[config.mk]
export PLATFORM = sky130hd
export DESIGN_NAME = uvg_queue
export DESIGN_NICKNAME = d
export VERILOG_FILES = /design/src/uvg_pkg.sv /design/src/uvg_queue.sv
export VERILOG_INCLUDE_DIRS = /design/src /design/src/src
export SDC_FILE = /design/constraint.sdc
export NUM_CORES = 1
export LEC_CHECK = 0
export BUFFER_PORTS_ARGS = -buffer_cell sky130_fd_sc_hd__buf_2
export CAP_MARGIN = 15
export CORE_ASPECT_RATIO = 0.8
export CORE_MARGIN = 3
export CORE_UTILIZATION = 40
export DETAILED_ROUTE_END_ITERATION = 6
export HOLD_SLACK_MARGIN = 0.02
export PLACE_DENSITY = 0.73
export RECOVER_POWER = 50
export SLEW_MARGIN = 5
export SYNTH_ARGS = -nofsm -noshare
export SYNTH_HDL_FRONTEND = slang
export SYNTH_SLANG_ARGS = --single-unit
[constraint.sdc]
create_clock -name clk -period 8.1 [get_ports clk]
set_input_delay 1.62 -clock clk [delete_from_list [all_inputs] [get_ports clk]]
set_output_delay 1.62 -clock clk [all_outputs]
set_load 0.005 [all_outputs]
[src/uuid_v7_monotonic_generator_top_defines.svh]
// ----------------------------------------------------------------------------
// uuid_v7_monotonic_generator_top_defines
// Assertion macros shared by the uuid v7 generator rtl.
// ----------------------------------------------------------------------------
// every check is sampled on clk and held off while rst is high
`ifndef UUID_V7_MONOTONIC_GENERATOR_TOP_DEFINES_SVH
`define UUID_V7_MONOTONIC_GENERATOR_TOP_DEFINES_SVH

// same-cycle implication
`define UVG_ASSERT_IMP(label, ante, cons, msg) \
  label: assert property (@(posedge clk) disable iff (rst) (ante) |-> (cons)) \
    else $error(msg);

// next-cycle implication
`define UVG_ASSERT_NXT(label, ante, cons, msg) \
  label: assert property (@(posedge clk) disable iff (rst) (ante) |=> (cons)) \
    else $error(msg);

`endif

[src/uvg_pkg.sv]
// ----------------------------------------------------------------------------
// uvg_pkg
// Shared widths, constants and types of the uuid v7 generator.
// ----------------------------------------------------------------------------
`default_nettype none

package uvg_pkg;

  localparam int SECONDS_W = 38;
  localparam int NANOS_W   = 30;
  localparam int UUID_W    = 64;
  localparam int TIME_W    = 64;
  localparam int MS_W      = 48;
  localparam int FRAC_W    = 12;
  localparam int STAMP_W   = MS_W + FRAC_W;
  localparam int MSQ_W     = 11;  // millisecond part of nanoseconds, at most 1073
  localparam int REM_W     = 20;  // remainder below one million
  localparam int RECIP_W   = 31;
  localparam int RECIP_SHIFT = 50;

  localparam int UVG_QUEUE_DEPTH = 2;

  localparam logic [TIME_W-1:0]  SEED_VALUE  = 64'h853c49e6748fea9b;
  localparam logic [TIME_W-1:0]  GOLDEN_STEP = 64'h9e3779b97f4a7c15;
  localparam logic [TIME_W-1:0]  MIX_MUL_A   = 64'hbf58476d1ce4e5b9;
  localparam logic [TIME_W-1:0]  MIX_MUL_B   = 64'h94d049bb133111eb;
  localparam logic [REM_W-1:0]   NS_PER_MS   = 20'd1000000;
  // floor(2^50 / 1e6), estimate is low by at most one
  localparam logic [RECIP_W-1:0] RECIP_MS    = 31'd1125899906;
  localparam logic [3:0]         UUID_VERSION = 4'h7;
  localparam logic [1:0]         UUID_VARIANT = 2'b10;

  typedef logic [STAMP_W-1:0] stamp_t;

  typedef struct packed {
    logic   valid;
    stamp_t stamp;
  } stamp_push_t;

  typedef struct packed {
    logic full;
    logic empty;
  } queue_stat_t;

endpackage

`default_nettype wire

[src/uvg_queue.sv]
// ----------------------------------------------------------------------------
// uvg_queue
// Short first-in first-out queue of timestamps between front and back.
// ----------------------------------------------------------------------------
`default_nettype none

`include "uuid_v7_monotonic_generator_top_defines.svh"

module uvg_queue import uvg_pkg::*; #(
  parameter int DEPTH = UVG_QUEUE_DEPTH
) (
  input  wire logic  clk,
  input  wire logic  rst,
  input  wire stamp_push_t push,
  input  wire logic  pop,
  output stamp_t     head,
  output queue_stat_t stat
);

  localparam int AW = (DEPTH > 1) ? $clog2(DEPTH) : 1;
  localparam int CW = $clog2(DEPTH + 1);
  localparam logic [AW-1:0] LAST_PTR = AW'(DEPTH - 1);
  localparam logic [CW-1:0] FULL_CNT = CW'(DEPTH);

  stamp_t        entries [DEPTH];
  logic [AW-1:0] wr_ptr;
  logic [AW-1:0] rd_ptr;
  logic [CW-1:0] count;

  assign head       = entries[rd_ptr];
  assign stat.full  = (count == FULL_CNT);
  assign stat.empty = (count == '0);

  always_ff @(posedge clk) begin
    if (push.valid) begin
      entries[wr_ptr] <= push.stamp;
    end
  end

  always_ff @(posedge clk) begin
    if (rst) begin
      wr_ptr <= '0;
      rd_ptr <= '0;
      count  <= '0;
    end else begin
      if (push.valid) begin
        wr_ptr <= (wr_ptr == LAST_PTR) ? '0 : wr_ptr + 1'b1;
      end
      if (pop) begin
        rd_ptr <= (rd_ptr == LAST_PTR) ? '0 : rd_ptr + 1'b1;
      end
      // push and pop together leave the count unchanged
      if (push.valid && !pop) begin
        count <= count + 1'b1;
      end else if (pop && !push.valid) begin
        count <= count - 1'b1;
      end
    end
  end

  `UVG_ASSERT_IMP(a_no_push_full, push.valid, !stat.full, "push into full queue")
  `UVG_ASSERT_IMP(a_no_pop_empty, pop, !stat.empty, "pop from empty queue")
  `UVG_ASSERT_NXT(a_count_up, push.valid && !pop, count == $past(count) + 1'b1, "count stuck")

endmodule

`default_nettype wire

==> flow_summary.json <==
{
  "drt.antenna.violating_nets": 0,
  "dp_hpwl_mm": 4.97,
  "rows": 34,
  "crit_type": "in -> reg",
  "cp-end-kind": "register",
  "avgViaCountPerCell": 4.65,
  "grt_max_degree": 61,
  "clock_latency_ns": 0.40,
  "cts-buffers-inserted": 17,
  "period_minus_slack_ns": 4.13,
  "rsz0062_at_grt": "no",
  "power_density_nw_per_um2": 277,
  "areaGrowthSynthToFinish_pct": 29.0,
  "fin_nets": 414,
  "path_max_fanout": 35,
  "routed_wl_mm": 7.90,
  "vias": 2342,
  "port-buffer-count": 125,
  "worstPathRequired_ns": 8.14,
  "p_leak_nw": 2.13,
  "drive_gt1_share_pct": 50.0,
  "post_cts_buffers": 0,
  "final_common_cell": "edfxtp_1",
  "tightest_slew_ns": 2.29,
  "finClkSkew_ns": 0.00574,
  "routedWlPerCell_um": 15.7,
  "hold_viol_final": 0,
  "io_pins": 126,
  "die_h_um": 101,
  "slew_headroom_pct": -52.9,
  "track_usage_pct": 13.1,
  "grt_pass1_vias": 2532,
  "cp_cell_sequence": "clkbuf_1, nor2b_1, buf_4",
  "synth.avg_cell_area_um2": 21.6,
  "syn-num-nets": 274,
  "fin_tns_setup_ns": 0,
  "grt.overflow.total": 0,
  "critical_path.max_stage_delay_ns": 1.72,
  "design.die.area_um2": 12600,
  "max_cap_violations": 2,
  "ys_types": 15,
  "period_share_pct": 51.0,
  "post_cts_resized": 0,
  "syn_inst": 209,
  "final_cell_mix": "120 x edfxtp_1, 92 x buf_2, 60 x mux2_2",
  "grt_pass1_wl_mm": 12.6,
  "fmax_mhz": 242,
  "slew_violations": 51,
  "startpoint_type": "input port",
  "slowest_stage": "nor2b_1",
  "place.gp.congestion": 0.717,
  "min_path_type": "reg -> reg",
  "drc": 0,
  "cts_sinks": 125,
  "antenna_found_initial": 0,
  "yosysWarnings": 0,
  "power.total_mw": 1.61,
  "cts_tree": "done",
  "start_util_pct": 41.4,
  "arrival_ns": 4.17,
  "drt_iter0_drc": 132,
  "ys_seq_area_share_pct": 81.9,
  "netlist_area_um2": 4520,
  "cts_hold_buf": 0,
  "setup_viol": 0,
  "drtPass1Iterations": 4,
  "synth_seq_cells": 125,
  "clock_path_buffers": 2,
  "insertedDiodeCount": 0,
  "h-tree-depth": 4,
  "ir_drop_mv": 0.170,
  "violations": "capacitance limit, slew limit",
  "status": "finished, violations left",
  "postLayoutCoreUtil_pct": 53.4,
  "core_um2": 10900,
  "root_buffer": "clkbuf_16",
  "clk_pin_slew_ns": 0.05,
  "die_w_um": 125
}
## critical path, delay by kind of cell
kind	cells	cell delay (ns)
buf+inv	2	0.80
simple gates	1	1.72
## layer usage
metal	up-vias	GRT usage (%)	part of all wire, %	wire length (µm)
li1	1105	-	-	-
met1	1147	15.4	42	3340
met2	80	21.9	50	3980
met3	10	5.30	6.2	493
met4	0	5.50	1.1	87
met5	-	0	0	0
## metrics by stage
| stage | hold slack (ns) | setup WS (ns) | area (µm²) | cells |
|---|---|---|---|---|
| final | 0.524 | 3.97 | 5830 | 504 |
| after global routing | 0.563 | 3.65 | 5830 | 504 |
| after CTS | 0.528 | 4.51 | 5880 | 504 |
| after detailed placement | 0.507 | 4.73 | 5330 | 474 |
| after global placement | 0.487 | 4.74 | 5330 | 474 |
| after floorplan | 0.461 | 3.35 | 4520 | 209 |
## final timing paths
check | startpoint | slack [ns] | to | cells past startpoint
setup reg to reg | wr_ptr$_SDFFE_PP0P_ | 5.05 | entries[0][30]$_DFFE_PP_ | 2
hold / removal | rd_ptr$_SDFFE_PP0P_ | 0.52 | rd_ptr$_SDFFE_PP0P_ | 2
setup / recovery | push[60] | 3.97 | entries[0][30]$_DFFE_PP_ | 3
hold reg to reg | rd_ptr$_SDFFE_PP0P_ | 0.52 | rd_ptr$_SDFFE_PP0P_ | 2
## cell usage after synthesis
cell      count  area share, %
o21ai_0       1           0.11
mux2_2       60             15
buf_2         7           0.77
nor2_1        5           0.42
nor2b_1       1           0.14
dfxtp_1       5            2.2
inv_1         1          0.083
edfxtp_1    120             80
xnor2_1       2           0.39
a21oi_1       1           0.11
and2b_2       1           0.19
and2_1        1           0.14
or3_1         1           0.14
ha_1          1           0.28
xor2_1        2           0.39
## power by group
| part | total, mW | internal, mW | leakage, nW | switching [mW] |
|---|---|---|---|---|
| Combinational | 0.136 | 0.0687 | 0.693 | 0.0670 |
| Clock | 0.713 | 0.472 | 0.270 | 0.241 |
| Sequential | 0.765 | 0.756 | 1.17 | 0.00967 |
## registers in the layout, indices dropped and copies added, names as in the netlist, named ones only
name / flops
rd_ptr: 1
wr_ptr: 1
count: 2
entries: 120
## logic make-up after synthesis
kind of cell / count (synthesis) / synth area share [%]
and+or+nand+nor: 9 / 1.02
AOI/OAI and AO/OA: 2 / 0.221
xor gates and xnor gates: 4 / 0.775
adders and majority gates: 1 / 0.277
muxes: 60 / 14.9
DFF: 125 / 81.9
buffers and inverters: 8 / 0.858
## layout make-up
class / instances / area, µm²
clock buffers: 19 / 433
clock inverters: 11 / 126
fillers: 907 / 5100
inverters: 1 / 3.75
multi-input cells: 76 / 779
flip-flops and latches: 125 / 3700
well taps: 144 / 180
repair buffers: 128 / 607
Note: power is estimated with default switching activity, not from simulation.
