**src/uuid_v7_monotonic_generator_top_defines.svh**
```systemverilog
// ----------------------------------------------------------------------------
// uuid_v7_monotonic_generator_top_defines
// Assertion macros shared by the uuid v7 generator rtl.
// ----------------------------------------------------------------------------
// every check is sampled on clk and held off while rst is high
`ifndef UUID_V7_MONOTONIC_GENERATOR_TOP_DEFINES_SVH
`define UUID_V7_MONOTONIC_GENERATOR_TOP_DEFINES_SVH

// same-cycle implication
`define UVG_ASSERT_IMP(label, ante, cons, msg) \
  label: assert property (@(posedge clk) disable iff (rst) (ante) |-> (cons)) \
    else $error(msg);

// next-cycle implication
`define UVG_ASSERT_NXT(label, ante, cons, msg) \
  label: assert property (@(posedge clk) disable iff (rst) (ante) |=> (cons)) \
    else $error(msg);

`endif

```
**src/uvg_pkg.sv**
```systemverilog
// ----------------------------------------------------------------------------
// uvg_pkg
// Shared widths, constants and types of the uuid v7 generator.
// ----------------------------------------------------------------------------
`default_nettype none

package uvg_pkg;

  localparam int SECONDS_W = 38;
  localparam int NANOS_W   = 30;
  localparam int UUID_W    = 64;
  localparam int TIME_W    = 64;
  localparam int MS_W      = 48;
  localparam int FRAC_W    = 12;
  localparam int STAMP_W   = MS_W + FRAC_W;
  localparam int MSQ_W     = 11;  // millisecond part of nanoseconds, at most 1073
  localparam int REM_W     = 20;  // remainder below one million
  localparam int RECIP_W   = 31;
  localparam int RECIP_SHIFT = 50;

  localparam int UVG_QUEUE_DEPTH = 2;

  localparam logic [TIME_W-1:0]  SEED_VALUE  = 64'h853c49e6748fea9b;
  localparam logic [TIME_W-1:0]  GOLDEN_STEP = 64'h9e3779b97f4a7c15;
  localparam logic [TIME_W-1:0]  MIX_MUL_A   = 64'hbf58476d1ce4e5b9;
  localparam logic [TIME_W-1:0]  MIX_MUL_B   = 64'h94d049bb133111eb;
  localparam logic [REM_W-1:0]   NS_PER_MS   = 20'd1000000;
  // floor(2^50 / 1e6), estimate is low by at most one
  localparam logic [RECIP_W-1:0] RECIP_MS    = 31'd1125899906;
  localparam logic [3:0]         UUID_VERSION = 4'h7;
  localparam logic [1:0]         UUID_VARIANT = 2'b10;

  typedef logic [STAMP_W-1:0] stamp_t;

  typedef struct packed {
    logic   valid;
    stamp_t stamp;
  } stamp_push_t;

  typedef struct packed {
    logic full;
    logic empty;
  } queue_stat_t;

endpackage

`default_nettype wire

```
**src/uvg_if.sv**
```systemverilog
// ----------------------------------------------------------------------------
// uvg_req_if / uvg_rsp_if
// Valid/ready channels of the uuid v7 generator.
// ----------------------------------------------------------------------------
`default_nettype none

interface uvg_req_if import uvg_pkg::*; ();
  logic                 valid;
  logic                 ready;
  logic [SECONDS_W-1:0] seconds;
  logic [NANOS_W-1:0]   nanoseconds;

  modport source (output valid, output seconds, output nanoseconds, input ready);
  modport sink   (input valid, input seconds, input nanoseconds, output ready);
endinterface


`default_nettype wire

```
**src/uvg_front.sv**
```systemverilog
// ----------------------------------------------------------------------------
// uvg_front
// Takes a time request and builds the 60-bit timestamp over five steps.
// ----------------------------------------------------------------------------
`default_nettype none

module uvg_front import uvg_pkg::*; (
  input  wire logic  clk,
  input  wire logic  rst,
  uvg_req_if.sink    req,
  input  wire queue_stat_t stat,
  output stamp_push_t push
);

  localparam logic [2:0] F_IDLE = 3'd0;
  localparam logic [2:0] F_DIV1 = 3'd1;
  localparam logic [2:0] F_REM1 = 3'd2;
  localparam logic [2:0] F_DIV2 = 3'd3;
  localparam logic [2:0] F_FIX2 = 3'd4;
  localparam logic [2:0] F_PUSH = 3'd5;

  logic [2:0]           state;
  logic [SECONDS_W-1:0] secs;
  logic [NANOS_W-1:0]   nanos;
  logic [MSQ_W-1:0]     msq;
  logic [REM_W-1:0]     rem;
  logic [FRAC_W-1:0]    frac;
  logic [MS_W-1:0]      ms;

  logic [NANOS_W+RECIP_W-1:0] prod1;
  logic [NANOS_W-1:0]         rem1;
  logic [31:0]                scaled;
  logic [31+RECIP_W:0]        prod2;
  logic [31:0]                rem2;
  logic [MS_W-1:0]            secs_ext;
  logic [MS_W-1:0]            ms_next;

  assign req.ready = (state == F_IDLE);

  assign prod1    = (NANOS_W+RECIP_W)'(nanos) * (NANOS_W+RECIP_W)'(RECIP_MS);
  assign rem1     = nanos - NANOS_W'(msq) * NANOS_W'(NS_PER_MS);
  assign scaled   = {rem, {FRAC_W{1'b0}}};
  assign prod2    = (32+RECIP_W)'(scaled) * (32+RECIP_W)'(RECIP_MS);
  assign rem2     = scaled - 32'(frac) * 32'(NS_PER_MS);
  // times 1000 as 1024 - 32 + 8
  assign secs_ext = MS_W'(secs);
  assign ms_next  = (secs_ext << 10) - (secs_ext << 5) + (secs_ext << 3) + MS_W'(msq);

  assign push.valid = (state == F_PUSH) && !stat.full;
  assign push.stamp = {ms, frac};

  always_ff @(posedge clk) begin
    if (rst) begin
      state <= F_IDLE;
    end else begin
      unique case (state)
        F_IDLE: begin
          if (req.valid) begin
            secs  <= req.seconds;
            nanos <= req.nanoseconds;
            state <= F_DIV1;
          end
        end
        F_DIV1: begin
          msq   <= prod1[RECIP_SHIFT +: MSQ_W];
          state <= F_REM1;
        end
        F_REM1: begin
          // reciprocal estimate may be one short
          if (rem1 >= NANOS_W'(NS_PER_MS)) begin
            msq <= msq + 1'b1;
            rem <= REM_W'(rem1 - NANOS_W'(NS_PER_MS));
          end else begin
            rem <= REM_W'(rem1);
          end
          state <= F_DIV2;
        end
        F_DIV2: begin
          frac  <= prod2[RECIP_SHIFT +: FRAC_W];
          state <= F_FIX2;
        end
        F_FIX2: begin
          if (rem2 >= 32'(NS_PER_MS)) begin
            frac <= frac + 1'b1;
          end
          ms    <= ms_next;
          state <= F_PUSH;
        end
        F_PUSH: begin
          if (!stat.full) begin
            state <= F_IDLE;
          end
        end
        default: begin
          state <= F_IDLE;
        end
      endcase
    end
  end

endmodule

`default_nettype wire

```
**src/flat_wrapper.sv**
```systemverilog
// flat-port wrapper written by rule: the top's interface ports become plain ports
module uvg_front_flat import uvg_pkg::*;
  (clk, rst, stat, push, req_valid, req_seconds, req_nanoseconds, req_ready);
  uvg_req_if req_i ();
  input  wire logic clk;
  input  wire logic rst;
  input  wire queue_stat_t stat;
  output stamp_push_t push;
  input wire logic [$bits(req_i.valid)-1:0] req_valid;
  input wire logic [$bits(req_i.seconds)-1:0] req_seconds;
  input wire logic [$bits(req_i.nanoseconds)-1:0] req_nanoseconds;
  output wire logic [$bits(req_i.ready)-1:0] req_ready;
  assign req_i.valid = req_valid;
  assign req_i.seconds = req_seconds;
  assign req_i.nanoseconds = req_nanoseconds;
  assign req_ready = req_i.ready;
  uvg_front u_core (.clk(clk), .rst(rst), .req(req_i), .stat(stat), .push(push));
endmodule
```
**config.mk**
```make
export PLATFORM = sky130hd
export DESIGN_NAME = uvg_front_flat
export DESIGN_NICKNAME = d
export VERILOG_FILES = /design/src/uuid_v7_monotonic_generator_top_defines.svh /design/src/uvg_pkg.sv /design/src/uvg_if.sv /design/src/uvg_front.sv /design/src/flat_wrapper.sv
export SDC_FILE = /design/constraint.sdc
export NUM_CORES = 2
export LEC_CHECK = 0
export ABC_AREA = 1
export BUFFER_PORTS_ARGS = -buffer_cell sky130_fd_sc_hd__buf_2
export CORE_MARGIN = 5
export CORE_UTILIZATION = 60
export CTS_CLUSTER_SIZE = 16
export DETAILED_ROUTE_END_ITERATION = 7
export PLACE_DENSITY = 0.82
export SLEW_MARGIN = 20
export SYNTH_ARGS = -nofsm -noshare
export SYNTH_HDL_FRONTEND = slang
export SYNTH_SLANG_ARGS = --single-unit
```
**constraint.sdc**
```tcl
create_clock -name clk -period 9.04 [get_ports clk]
set_input_delay 0.452 -clock clk [delete_from_list [all_inputs] [get_ports clk]]
set_output_delay 0.452 -clock clk [all_outputs]
set_load 0.02 [all_outputs]
```
==> flow_metrics.tcl <==
set metrics [dict create \
    min_period_over_period_pct 79.4 \
    cts_setup_buffers 0 \
    yosysTopAreaCell "fa_1" \
    fin_tns_setup_ns 0 \
    synth.area.top_cells "fa_1, ha_1, inv_1" \
    crit-reg2reg-launch "u_core.nanos[20]$_DFFE_PP_" \
    hold_buffers 0 \
    post_drt_via_cell_ratio 5.56 \
    criticalPathCategory "flip-flop to flip-flop" \
    root_buffer "clkbuf_16" \
    cp-end-kind "flip-flop" \
    boundaryPins 135 \
    finalWorstSetupSlack_ns 1.87 \
    die_w_um 277 \
    place_hpwl_um 97500 \
    clockBufferDepth 2 \
    finalMaxSlewViolations 0 \
    postSynth.asyncResetShare_pct 0 \
    grt_pass1_vias 34700 \
    syn-num-nets 6543 \
    max_slew.worst_pin.slew_ns 1.05 \
    gp_congestion 0.967 \
    required_ns 9.28 \
    grt_pass1_wl_um 182000 \
    seq_area_frac_synth_pct 11.3 \
    clkTransAtPathRegs_ns 0.09 \
    r2r_end "u_core.msq[5]$_DFFE_PP_" \
    cts_sinks 162 \
    wl_per_cell_um 18.5 \
    coreArea_um2 70400 \
    placed_area_um2 44700 \
    drive_gt1_share_pct 4.58 \
    finalSetupViolCount 0 \
    yosysWarnings 0 \
    design_area_um2 45300 \
    row_count 97 \
    slew_headroom_pct 29.8 \
    routedLengthMet1_um 47900 \
    synth_seq_cells 162 \
    drtAntennaViolNets 0 \
    drtIter0Drc 2807 \
    fmax_ghz 0.139 \
    syn_to_final_growth_pct 5.91 \
    dr.pass1.iters 8 \
    antenna_found_initial 1 \
    synth-edff-count 159 \
    max_cap_violations 0 \
    grtUsageTotal_pct 29.8 \
    cp-endpoint "u_core.msq[5]$_DFFE_PP_" \
    hold_class "primary input to flip-flop" \
    dieArea_um2 76700 \
    synth_area_um2 42800 \
    ys.flop_type "edfxtp_1" \
    finClkSkew_ns 0.0297 \
    yosysUniqueCellTypes 53 \
    wl_met3_um 8860 \
    nets 6701 \
    die_h_um 277 \
    start_util_pct 60.7 \
    insertion_delay_ns 0.50 \
    hold_viol 0 \
    cp_max_fo 11 \
    rsz0062_at_grt "false" \
    dpl_worst_slack_ns 2.00 \
    dr_total_vias 34000 \
    yosysTopAreaCellShare_pct 29.1 \
    status "completed" \
    drt_wl_total_um 113000 \
    cts_buffers 17 \
    syn_inst 5000 \
    cts_tree "done" \
    cts-htree-levels 4 \
    whs_ns 0.120 \
    wl_met2_um 52100 \
    avgSynthCellArea_um2 8.55 \
    top_layer "met4" \
    cts_resized 0 \
    port-buffer-count 133 \
    startpoint_type "flip-flop" \
    r2r_cells 22 \
    period_needed_ns 7.17 \
    holdPathStages 1 \
    grt_max_degree 53 \
    drc 0 \
    r2r_slack_ns 1.87 \
    crit_arrival_ns 7.42 \
    critPathLaunch "u_core.nanos[20]$_DFFE_PP_" \
    gr-total-overflow 0 \
]
metrics by stage:
step                utilization (%)  std cells
finish                         64.3       6113
CTS                            64.3       6111
global placement               63.5       6079
global route                   64.3       6112
detailed placement             63.5       6079
floorplan                         -       5000
flip-flops by register name, summed over array words and instances (netlist names):
name          count
u_core.rem       20
u_core.frac      12
u_core.secs      38
u_core.state      3
u_core.nanos     30
u_core.ms        48
u_core.msq       11
logic make-up after synthesis:
logic type,share of synthesized area [%]
xor+xnor,2.27
compound gates,6.96
buf+inv,12.2
flops,11.3
simple gates,13.4
fa+ha+maj,53.9
critical path: stages (launching register included):
cell      delay (ns)
edfxtp_1        1.01
fa_1            0.59
fa_1            0.61
fa_1            0.45
fa_1            0.53
inv_1           0.06
fa_1            0.49
fa_1            0.55
inv_1           0.07
fa_1            0.49
ha_1            0.33
ha_1            0.33
nand2_1         0.09
nor2_1          0.13
inv_1           0.07
nor2_1          0.27
nand3_1         0.17
nor4_1          0.19
nand3_1         0.12
nand2_1         0.14
a21oi_1         0.07
o21ai_0         0.09
nand2_1         0.07
metal layers:
layer  track usage (%)  up-vias
li1                  -    16100
met1              40.9    16300
met2              48.6     1368
met3              5.01      269
met4              9.65        0
met5                 0        -
cell type report:
class / count / area, um2
fill: 5783 / 25100
multi-input combinational: 3452 / 32700
antenna: 2 / 5.00
clock inverter: 15 / 166
sequential: 162 / 4830
tap: 940 / 1180
timing repair buffer: 145 / 756
inverter: 1380 / 5190
clock buffer: 17 / 425
worst min path at each step:
stage                                 start                           end
2_1_floorplan  u_core.state[2]$_SDFFE_PP0P_  u_core.state[2]$_SDFFE_PP0P_
5_1_grt                 req_nanoseconds[12]    u_core.nanos[12]$_DFFE_PP_
4_1_cts                 req_nanoseconds[12]    u_core.nanos[12]$_DFFE_PP_
3_5_place_dp   u_core.state[2]$_SDFFE_PP0P_  u_core.state[2]$_SDFFE_PP0P_
3_3_place_gp   u_core.state[2]$_SDFFE_PP0P_  u_core.state[2]$_SDFFE_PP0P_
6_report                req_nanoseconds[12]    u_core.nanos[12]$_DFFE_PP_
synth_stat cells (52+ instances only):
library cell,count
ha_1,849
o21ai_0,168
nand2_1,695
nor2_1,296
a21oi_1,234
edfxtp_1,159
xnor2_1,52
nand3_1,180
inv_1,1365
nand4_1,61
fa_1,621
xor2_1,55
layout by cell type, fill, tap and decap left out, types with 6 or more instances in the layout:
cell / netlist / layout
nand3_2: 7 / 7
nor2_2: 8 / 9
o21bai_1: 12 / 12
o21ai_0: 168 / 168
nor2_1: 296 / 293
inv_2: 11 / 11
xnor2_1: 52 / 52
nor3_1: 41 / 40
nand2_1: 695 / 695
clkbuf_16: 0 / 17
edfxtp_1: 159 / 159
inv_1: 1365 / 1365
xor2_1: 55 / 55
or2_2: 7 / 7
buf_2: 0 / 133
fa_1: 621 / 621
nand3_1: 180 / 180
a21oi_1: 234 / 234
o31ai_1: 7 / 7
nand4_1: 61 / 61
a21o_1: 33 / 33
a31oi_1: 28 / 28
a21boi_0: 8 / 8
o21a_1: 7 / 7
a211oi_1: 7 / 7
nand2_2: 9 / 9
ha_1: 849 / 849
buf_4: 0 / 12
nor4_1: 19 / 19
o211ai_1: 6 / 6
Power is not shown: default switching activity piles up to over one toggle a cycle in this logic, so the estimate is an artifact.
