## src/uuid_v7_monotonic_generator_top_defines.svh

```systemverilog
// ----------------------------------------------------------------------------
// uuid_v7_monotonic_generator_top_defines
// Assertion macros shared by the uuid v7 generator rtl.
// ----------------------------------------------------------------------------
// every check is sampled on clk and held off while rst is high
`ifndef UUID_V7_MONOTONIC_GENERATOR_TOP_DEFINES_SVH
`define UUID_V7_MONOTONIC_GENERATOR_TOP_DEFINES_SVH

// same-cycle implication
`define UVG_ASSERT_IMP(label, ante, cons, msg) \
  label: assert property (@(posedge clk) disable iff (rst) (ante) |-> (cons)) \
    else $error(msg);

// next-cycle implication
`define UVG_ASSERT_NXT(label, ante, cons, msg) \
  label: assert property (@(posedge clk) disable iff (rst) (ante) |=> (cons)) \
    else $error(msg);

`endif

```

## src/uvg_pkg.sv

```systemverilog
// ----------------------------------------------------------------------------
// uvg_pkg
// Shared widths, constants and types of the uuid v7 generator.
// ----------------------------------------------------------------------------
`default_nettype none

package uvg_pkg;

  localparam int SECONDS_W = 38;
  localparam int NANOS_W   = 30;
  localparam int UUID_W    = 64;
  localparam int TIME_W    = 64;
  localparam int MS_W      = 48;
  localparam int FRAC_W    = 12;
  localparam int STAMP_W   = MS_W + FRAC_W;
  localparam int MSQ_W     = 11;  // millisecond part of nanoseconds, at most 1073
  localparam int REM_W     = 20;  // remainder below one million
  localparam int RECIP_W   = 31;
  localparam int RECIP_SHIFT = 50;

  localparam int UVG_QUEUE_DEPTH = 2;

  localparam logic [TIME_W-1:0]  SEED_VALUE  = 64'h853c49e6748fea9b;
  localparam logic [TIME_W-1:0]  GOLDEN_STEP = 64'h9e3779b97f4a7c15;
  localparam logic [TIME_W-1:0]  MIX_MUL_A   = 64'hbf58476d1ce4e5b9;
  localparam logic [TIME_W-1:0]  MIX_MUL_B   = 64'h94d049bb133111eb;
  localparam logic [REM_W-1:0]   NS_PER_MS   = 20'd1000000;
  // floor(2^50 / 1e6), estimate is low by at most one
  localparam logic [RECIP_W-1:0] RECIP_MS    = 31'd1125899906;
  localparam logic [3:0]         UUID_VERSION = 4'h7;
  localparam logic [1:0]         UUID_VARIANT = 2'b10;

  typedef logic [STAMP_W-1:0] stamp_t;

  typedef struct packed {
    logic   valid;
    stamp_t stamp;
  } stamp_push_t;

  typedef struct packed {
    logic full;
    logic empty;
  } queue_stat_t;

endpackage

`default_nettype wire

```

## src/uvg_if.sv

```systemverilog
// ----------------------------------------------------------------------------
// uvg_req_if / uvg_rsp_if
// Valid/ready channels of the uuid v7 generator.
// ----------------------------------------------------------------------------
`default_nettype none


interface uvg_rsp_if import uvg_pkg::*; ();
  logic              valid;
  logic              ready;
  logic [UUID_W-1:0] uuid_high;
  logic [UUID_W-1:0] uuid_low;

  modport source (output valid, output uuid_high, output uuid_low, input ready);
  modport sink   (input valid, input uuid_high, input uuid_low, output ready);
endinterface

`default_nettype wire

```

## src/uvg_back.sv

```systemverilog
// ----------------------------------------------------------------------------
// uvg_back
// Monotonic timestamp update, splitmix64 draw and uuid assembly.
// ----------------------------------------------------------------------------
`default_nettype none

`include "uuid_v7_monotonic_generator_top_defines.svh"

module uvg_back import uvg_pkg::*; (
  input  wire logic  clk,
  input  wire logic  rst,
  input  wire stamp_t head,
  input  wire queue_stat_t stat,
  output logic       pop,
  uvg_rsp_if.source  rsp
);

  localparam logic [1:0] B_IDLE = 2'd0;
  localparam logic [1:0] B_MUL1 = 2'd1;
  localparam logic [1:0] B_MUL2 = 2'd2;
  localparam logic [1:0] B_DONE = 2'd3;

  localparam logic [1:0] STEP_LL = 2'd0;
  localparam logic [1:0] STEP_HL = 2'd1;
  localparam logic [1:0] STEP_LH = 2'd2;

  logic [1:0]        state;
  logic [1:0]        step;
  logic [TIME_W-1:0] last_issued;
  logic [TIME_W-1:0] random_state;
  logic [TIME_W-1:0] z;
  logic [TIME_W-1:0] acc;
  logic [UUID_W-1:0] hi_hold;
  logic              out_valid;
  logic [UUID_W-1:0] out_high;
  logic [UUID_W-1:0] out_low;

  logic [TIME_W-1:0] stamp_ext;
  logic [TIME_W-1:0] issued;
  logic [TIME_W-1:0] random_state_next;
  logic [TIME_W-1:0] mul_const;
  logic [31:0]       a_part;
  logic [31:0]       b_part;
  logic [63:0]       prod;
  logic [TIME_W-1:0] acc_sum;
  logic              load;
  logic              marks_ok;
  logic              stalled;

  assign pop       = (state == B_IDLE) && !stat.empty;
  assign load      = (state == B_DONE) && (!out_valid || rsp.ready);
  assign stamp_ext = TIME_W'(head);
  assign issued    = (stamp_ext > last_issued) ? stamp_ext : last_issued + 1'b1;
  assign random_state_next = random_state + GOLDEN_STEP;

  // one shared 32x32 multiplier, low 64 bits of a 64x64 product in three steps
  assign mul_const = (state == B_MUL1) ? MIX_MUL_A : MIX_MUL_B;
  assign a_part    = (step == STEP_HL) ? z[63:32] : z[31:0];
  assign b_part    = (step == STEP_LH) ? mul_const[63:32] : mul_const[31:0];
  assign prod      = 64'(a_part) * 64'(b_part);
  assign acc_sum   = (step == STEP_LL) ? prod : acc + {prod[31:0], 32'b0};

  assign rsp.valid     = out_valid;
  assign rsp.uuid_high = out_high;
  assign rsp.uuid_low  = out_low;

  assign marks_ok = (rsp.uuid_high[15:12] == UUID_VERSION) &&
                    (rsp.uuid_low[63:62] == UUID_VARIANT);
  assign stalled  = (state == B_DONE) && out_valid && !rsp.ready;

  always_ff @(posedge clk) begin
    if (rst) begin
      state        <= B_IDLE;
      step         <= STEP_LL;
      last_issued  <= '0;
      random_state <= SEED_VALUE;
      out_valid    <= 1'b0;
    end else begin
      unique case (state)
        B_IDLE: begin
          if (pop) begin
            last_issued  <= issued;
            hi_hold      <= {issued[FRAC_W +: MS_W], UUID_VERSION, issued[FRAC_W-1:0]};
            random_state <= random_state_next;
            z            <= random_state_next ^ (random_state_next >> 30);
            step         <= STEP_LL;
            state        <= B_MUL1;
          end
        end
        B_MUL1, B_MUL2: begin
          if (step == STEP_LH) begin
            step <= STEP_LL;
            if (state == B_MUL1) begin
              z     <= acc_sum ^ (acc_sum >> 27);
              state <= B_MUL2;
            end else begin
              z     <= acc_sum ^ (acc_sum >> 31);
              state <= B_DONE;
            end
          end else begin
            acc  <= acc_sum;
            step <= step + 1'b1;
          end
        end
        B_DONE: begin
          if (load) begin
            state <= B_IDLE;
          end
        end
        default: begin
          state <= B_IDLE;
        end
      endcase

      if (load) begin
        out_valid <= 1'b1;
      end else if (rsp.ready) begin
        out_valid <= 1'b0;
      end
    end
  end

  always_ff @(posedge clk) begin
    if (load) begin
      out_high <= hi_hold;
      out_low  <= {UUID_VARIANT, z[UUID_W-3:0]};
    end
  end

  `UVG_ASSERT_NXT(a_time_moves, pop, last_issued != $past(last_issued), "issued time repeated")
  `UVG_ASSERT_IMP(a_uuid_marks, rsp.valid, marks_ok, "version or variant bits wrong")
  `UVG_ASSERT_NXT(a_done_waits, stalled, state == B_DONE, "result dropped under stall")

endmodule

`default_nettype wire

```

## src/flat_wrapper.sv

```systemverilog
// flat-port wrapper written by rule: the top's interface ports become plain ports
module uvg_back_flat import uvg_pkg::*;
  (clk, rst, head, stat, pop, rsp_valid, rsp_uuid_high, rsp_uuid_low, rsp_ready);
  uvg_rsp_if rsp_i ();
  input  wire logic clk;
  input  wire logic rst;
  input  wire stamp_t head;
  input  wire queue_stat_t stat;
  output logic pop;
  output wire logic [$bits(rsp_i.valid)-1:0] rsp_valid;
  output wire logic [$bits(rsp_i.uuid_high)-1:0] rsp_uuid_high;
  output wire logic [$bits(rsp_i.uuid_low)-1:0] rsp_uuid_low;
  input wire logic [$bits(rsp_i.ready)-1:0] rsp_ready;
  assign rsp_valid = rsp_i.valid;
  assign rsp_uuid_high = rsp_i.uuid_high;
  assign rsp_uuid_low = rsp_i.uuid_low;
  assign rsp_i.ready = rsp_ready;
  uvg_back u_core (.clk(clk), .rst(rst), .head(head), .stat(stat), .pop(pop), .rsp(rsp_i));
endmodule
```

## config.mk

```make
export PLATFORM = sky130hd
export DESIGN_NAME = uvg_back_flat
export DESIGN_NICKNAME = d
export VERILOG_FILES = /design/src/uvg_pkg.sv /design/src/uvg_if.sv /design/src/uvg_back.sv /design/src/flat_wrapper.sv
export VERILOG_INCLUDE_DIRS = /design/src /design/src/src
export SDC_FILE = /design/constraint.sdc
export NUM_CORES = 2
export LEC_CHECK = 0
export BUFFER_PORTS_ARGS = -buffer_cell sky130_fd_sc_hd__buf_2
export CELL_PAD_IN_SITES_DETAIL_PLACEMENT = 0
export CELL_PAD_IN_SITES_GLOBAL_PLACEMENT = 1
export CORE_MARGIN = 2
export CORE_UTILIZATION = 55
export DETAILED_ROUTE_END_ITERATION = 8
export PLACE_DENSITY_LB_ADDON = 0.1
export SLEW_MARGIN = 40
export SYNTH_ARGS = -nofsm -noshare
export SYNTH_HDL_FRONTEND = slang
export SYNTH_SLANG_ARGS = --single-unit
```

## constraint.sdc

```tcl
create_clock -name clk -period 21.2 [get_ports clk]
set_input_delay 4.24 -clock clk [delete_from_list [all_inputs] [get_ports clk]]
set_output_delay 4.24 -clock clk [all_outputs]
set_load 0.02 [all_outputs]
```

==> flow_summary.yaml <==
synth:
  ys_warn_count: 0
  synth-edff-count: 310
  synthTopCellsByCount: "1054 x inv_1, 823 x fa_1, 456 x nand2_1"
  avgSynthCellArea_um2: 9.71
  yosysTopAreaCellShare: 0.306
  synth.most_common_cell: "inv_1"
  synth_cell_types: 101
  synth_top_area_cell: "fa_1"
  synth_top_flop_cell: "edfxtp_1"
  netlist_area_um2: 53800
  yosysSeqAreaShare: 0.222
  syn-instance-count: 5540
  ys_ff_latch: 443
  async_reset_ff_frac: 0
  synthTopCellsByArea: "fa_1 31%, edfxtp_1 17%, ha_1 10%, inv_1 7.4%, dfxtp_1 4.9%"
grt:
  grt_pass1_wl_um: 264000
  overflow: 0
  antenna_found_initial: 3
  grt_max_degree: 87
  grtUsageTotal: 0.360
  first_global_vias: 41900
sta:
  clock_skew_ns: 0.0661
  rsz0062_at_grt: "false"
  max_slew.worst_pin.slew_ns: 0.950
  fin_setup_tns_ns: 0
  setup_viol_count_final: 0
  fmax_mhz: 76.1
  fin_crit_sh: 0.620
  fin_crit_ns: 13.15
  report.final.slew_viol_count: 0
  hold_viol_final: 0
  slew_headroom: 0.360
status:
  outcome: "finished, final reports clean"
finish:
  drive_gt1_frac: 0.0772
  seq_area_um2: 12000
  area_delta_synth_final_pct: 7.40
  nFillCells: 8617
  final_nets: 6947
  multi_input_area_um2: 37100
clocking:
  post_cts_buffers: 0
  cts_made_buffers: 50
  root_buffer: "clkbuf_16"
  htree_levels: 2
  cts_sinks: 443
  tritoncts: "built"
  insertion_delay_ns: 0.67
  path_clk_slew_ns: 0.06
  clockBufferDepth: 3
  hold_buffers: 0
  post_cts_resize_count: 0
floorplan:
  rows: 114
  core_area_um2: 96900
  fp.dieH_um: 317
  fp.dieW_um: 317
  start_util: 0.556
  ios: 195
  die_area_um2: 100000
hold_path:
  min_path_type: "register to register"
  worstHoldPathCells: 0
  min_to: "u_core.rsp.uuid_high[43]"
  holdCritStartpoint: "u_core.hi_hold[43]"
critical_path:
  worstPathMaxFanout: 21
  worstReg2RegEnd: "u_core.z[29]"
  r2r-start: "u_core.step[0]"
  reg2reg_depth: 38
  cpPeakStageDelay_ns: 0.71
  crit_arrival_ns: 13.59
  end_kind: "register"
  ff2ff_setup_slack_ns: 8.05
  crit_required_ns: 21.65
  cp-start-kind: "register"
  cpMostUsedCell: "fa_1"
  crit_slowest_cell: "nor2_1"
  crit_type: "register to register"
drt:
  routedWlPerCell_um: 25.5
  drc: 0
  vias_per_cell: 5.77
  vias: 40100
  drt_wl_total_um: 177000
  first_pass_iters: 7
  drtIter0Drc: 3449
  drtAntennaViolNets: 0
run:
  drv_cap: 0
place:
  gp_congestion: 0.982
  dp_hpwl_um: 146000
  numPortBuffers: 187
[per-layer routing]
layer	routed length [um]	GRT usage
met1	69900	0.461
met2	82000	0.579
met3	16000	0.0933
met4	9250	0.158
met5	38	0
[cell type report]
class	instances	area share
Timing Repair Buffer	247	0.0248
Antenna cell	1	0.0000433
Multi-Input combinational cell	3828	0.642
Tap cell	1276	0.0276
Clock buffer	69	0.0241
Clock inverter	25	0.00565
Sequential cell	443	0.207
Inverter	1061	0.0689
[critical path, delay by kind of cell, from the launching register on]
| kind | cells | cell delay, ns |
|---|---|---|
| AOI/OAI and AO/OA | 7 | 2.68 |
| xor gates and xnor gates | 3 | 0.61 |
| adders and majority gates | 10 | 4.41 |
| buffers and inverters | 6 | 1.08 |
| DFF | 1 | 0.55 |
| muxes | 3 | 1.18 |
| and+or+nand+nor | 9 | 2.33 |
[registers in the layout, summed over array words and instances, names as in the netlist, 60 cells and up]
register,flops
u_core.rsp.uuid_low,62
u_core.hi_hold,60
u_core.acc,64
u_core.rsp.uuid_high,60
u_core.random_state,64
u_core.z,64
u_core.last_issued,64
[how the worst max path moves through the flow]
stage                              start           end  slack [ns]  cells past startpoint
after floorplan           u_core.step[0]  u_core.z[29]       10.36                     41
after global placement    u_core.step[0]  u_core.z[36]        7.83                     39
after detailed placement  u_core.step[0]  u_core.z[36]        8.17                     39
after CTS                 u_core.step[0]  u_core.z[36]        8.13                     39
after global routing      u_core.step[0]  u_core.z[29]        7.48                     40
final                     u_core.step[0]  u_core.z[29]        8.05                     38
[layout by cell type, fill, tap and decap left out, types with 21 or more instances in the layout]
master / n
inv_1: 1052
fa_1: 823
nand2_1: 455
nor2_1: 436
ha_1: 425
edfxtp_1: 310
a21oi_1: 236
xnor2_1: 208
o21ai_0: 206
buf_2: 186
dfxtp_1: 133
xor2_1: 101
nor3_1: 81
a21o_1: 73
nand3_1: 68
mux2i_1: 68
buf_4: 55
nand4_1: 53
clkbuf_16: 51
and3_1: 46
and2_1: 44
o32ai_1: 44
nand2b_1: 33
a31oi_1: 33
or3_1: 30
o21bai_1: 27
nor4_1: 27
mux2_2: 22
or2_2: 21
[per-stage QoR]
step	hold slack (ns)	area [um^2]	setup slack, ns	cells	util
after CTS	0.394	57700	8.13	6947	0.596
final	0.397	57800	8.05	6950	0.597
after floorplan	0.400	53800	10.36	5545	-
after detailed placement	0.405	56000	8.17	6853	0.578
after global placement	0.402	56000	7.83	6852	0.578
after global routing	0.403	57800	7.48	6949	0.597
[logic make-up after synthesis]
kind of cell               synth area share
AOI/OAI and AO/OA                    0.0906
buffers and inverters                0.0912
DFF                                   0.222
other                              0.000140
adders and majority gates             0.406
muxes                                0.0178
xor gates and xnor gates             0.0507
and+or+nand+nor                       0.121
Power is not shown: default switching activity piles up to over one toggle a cycle in this logic, so the estimate is an artifact.
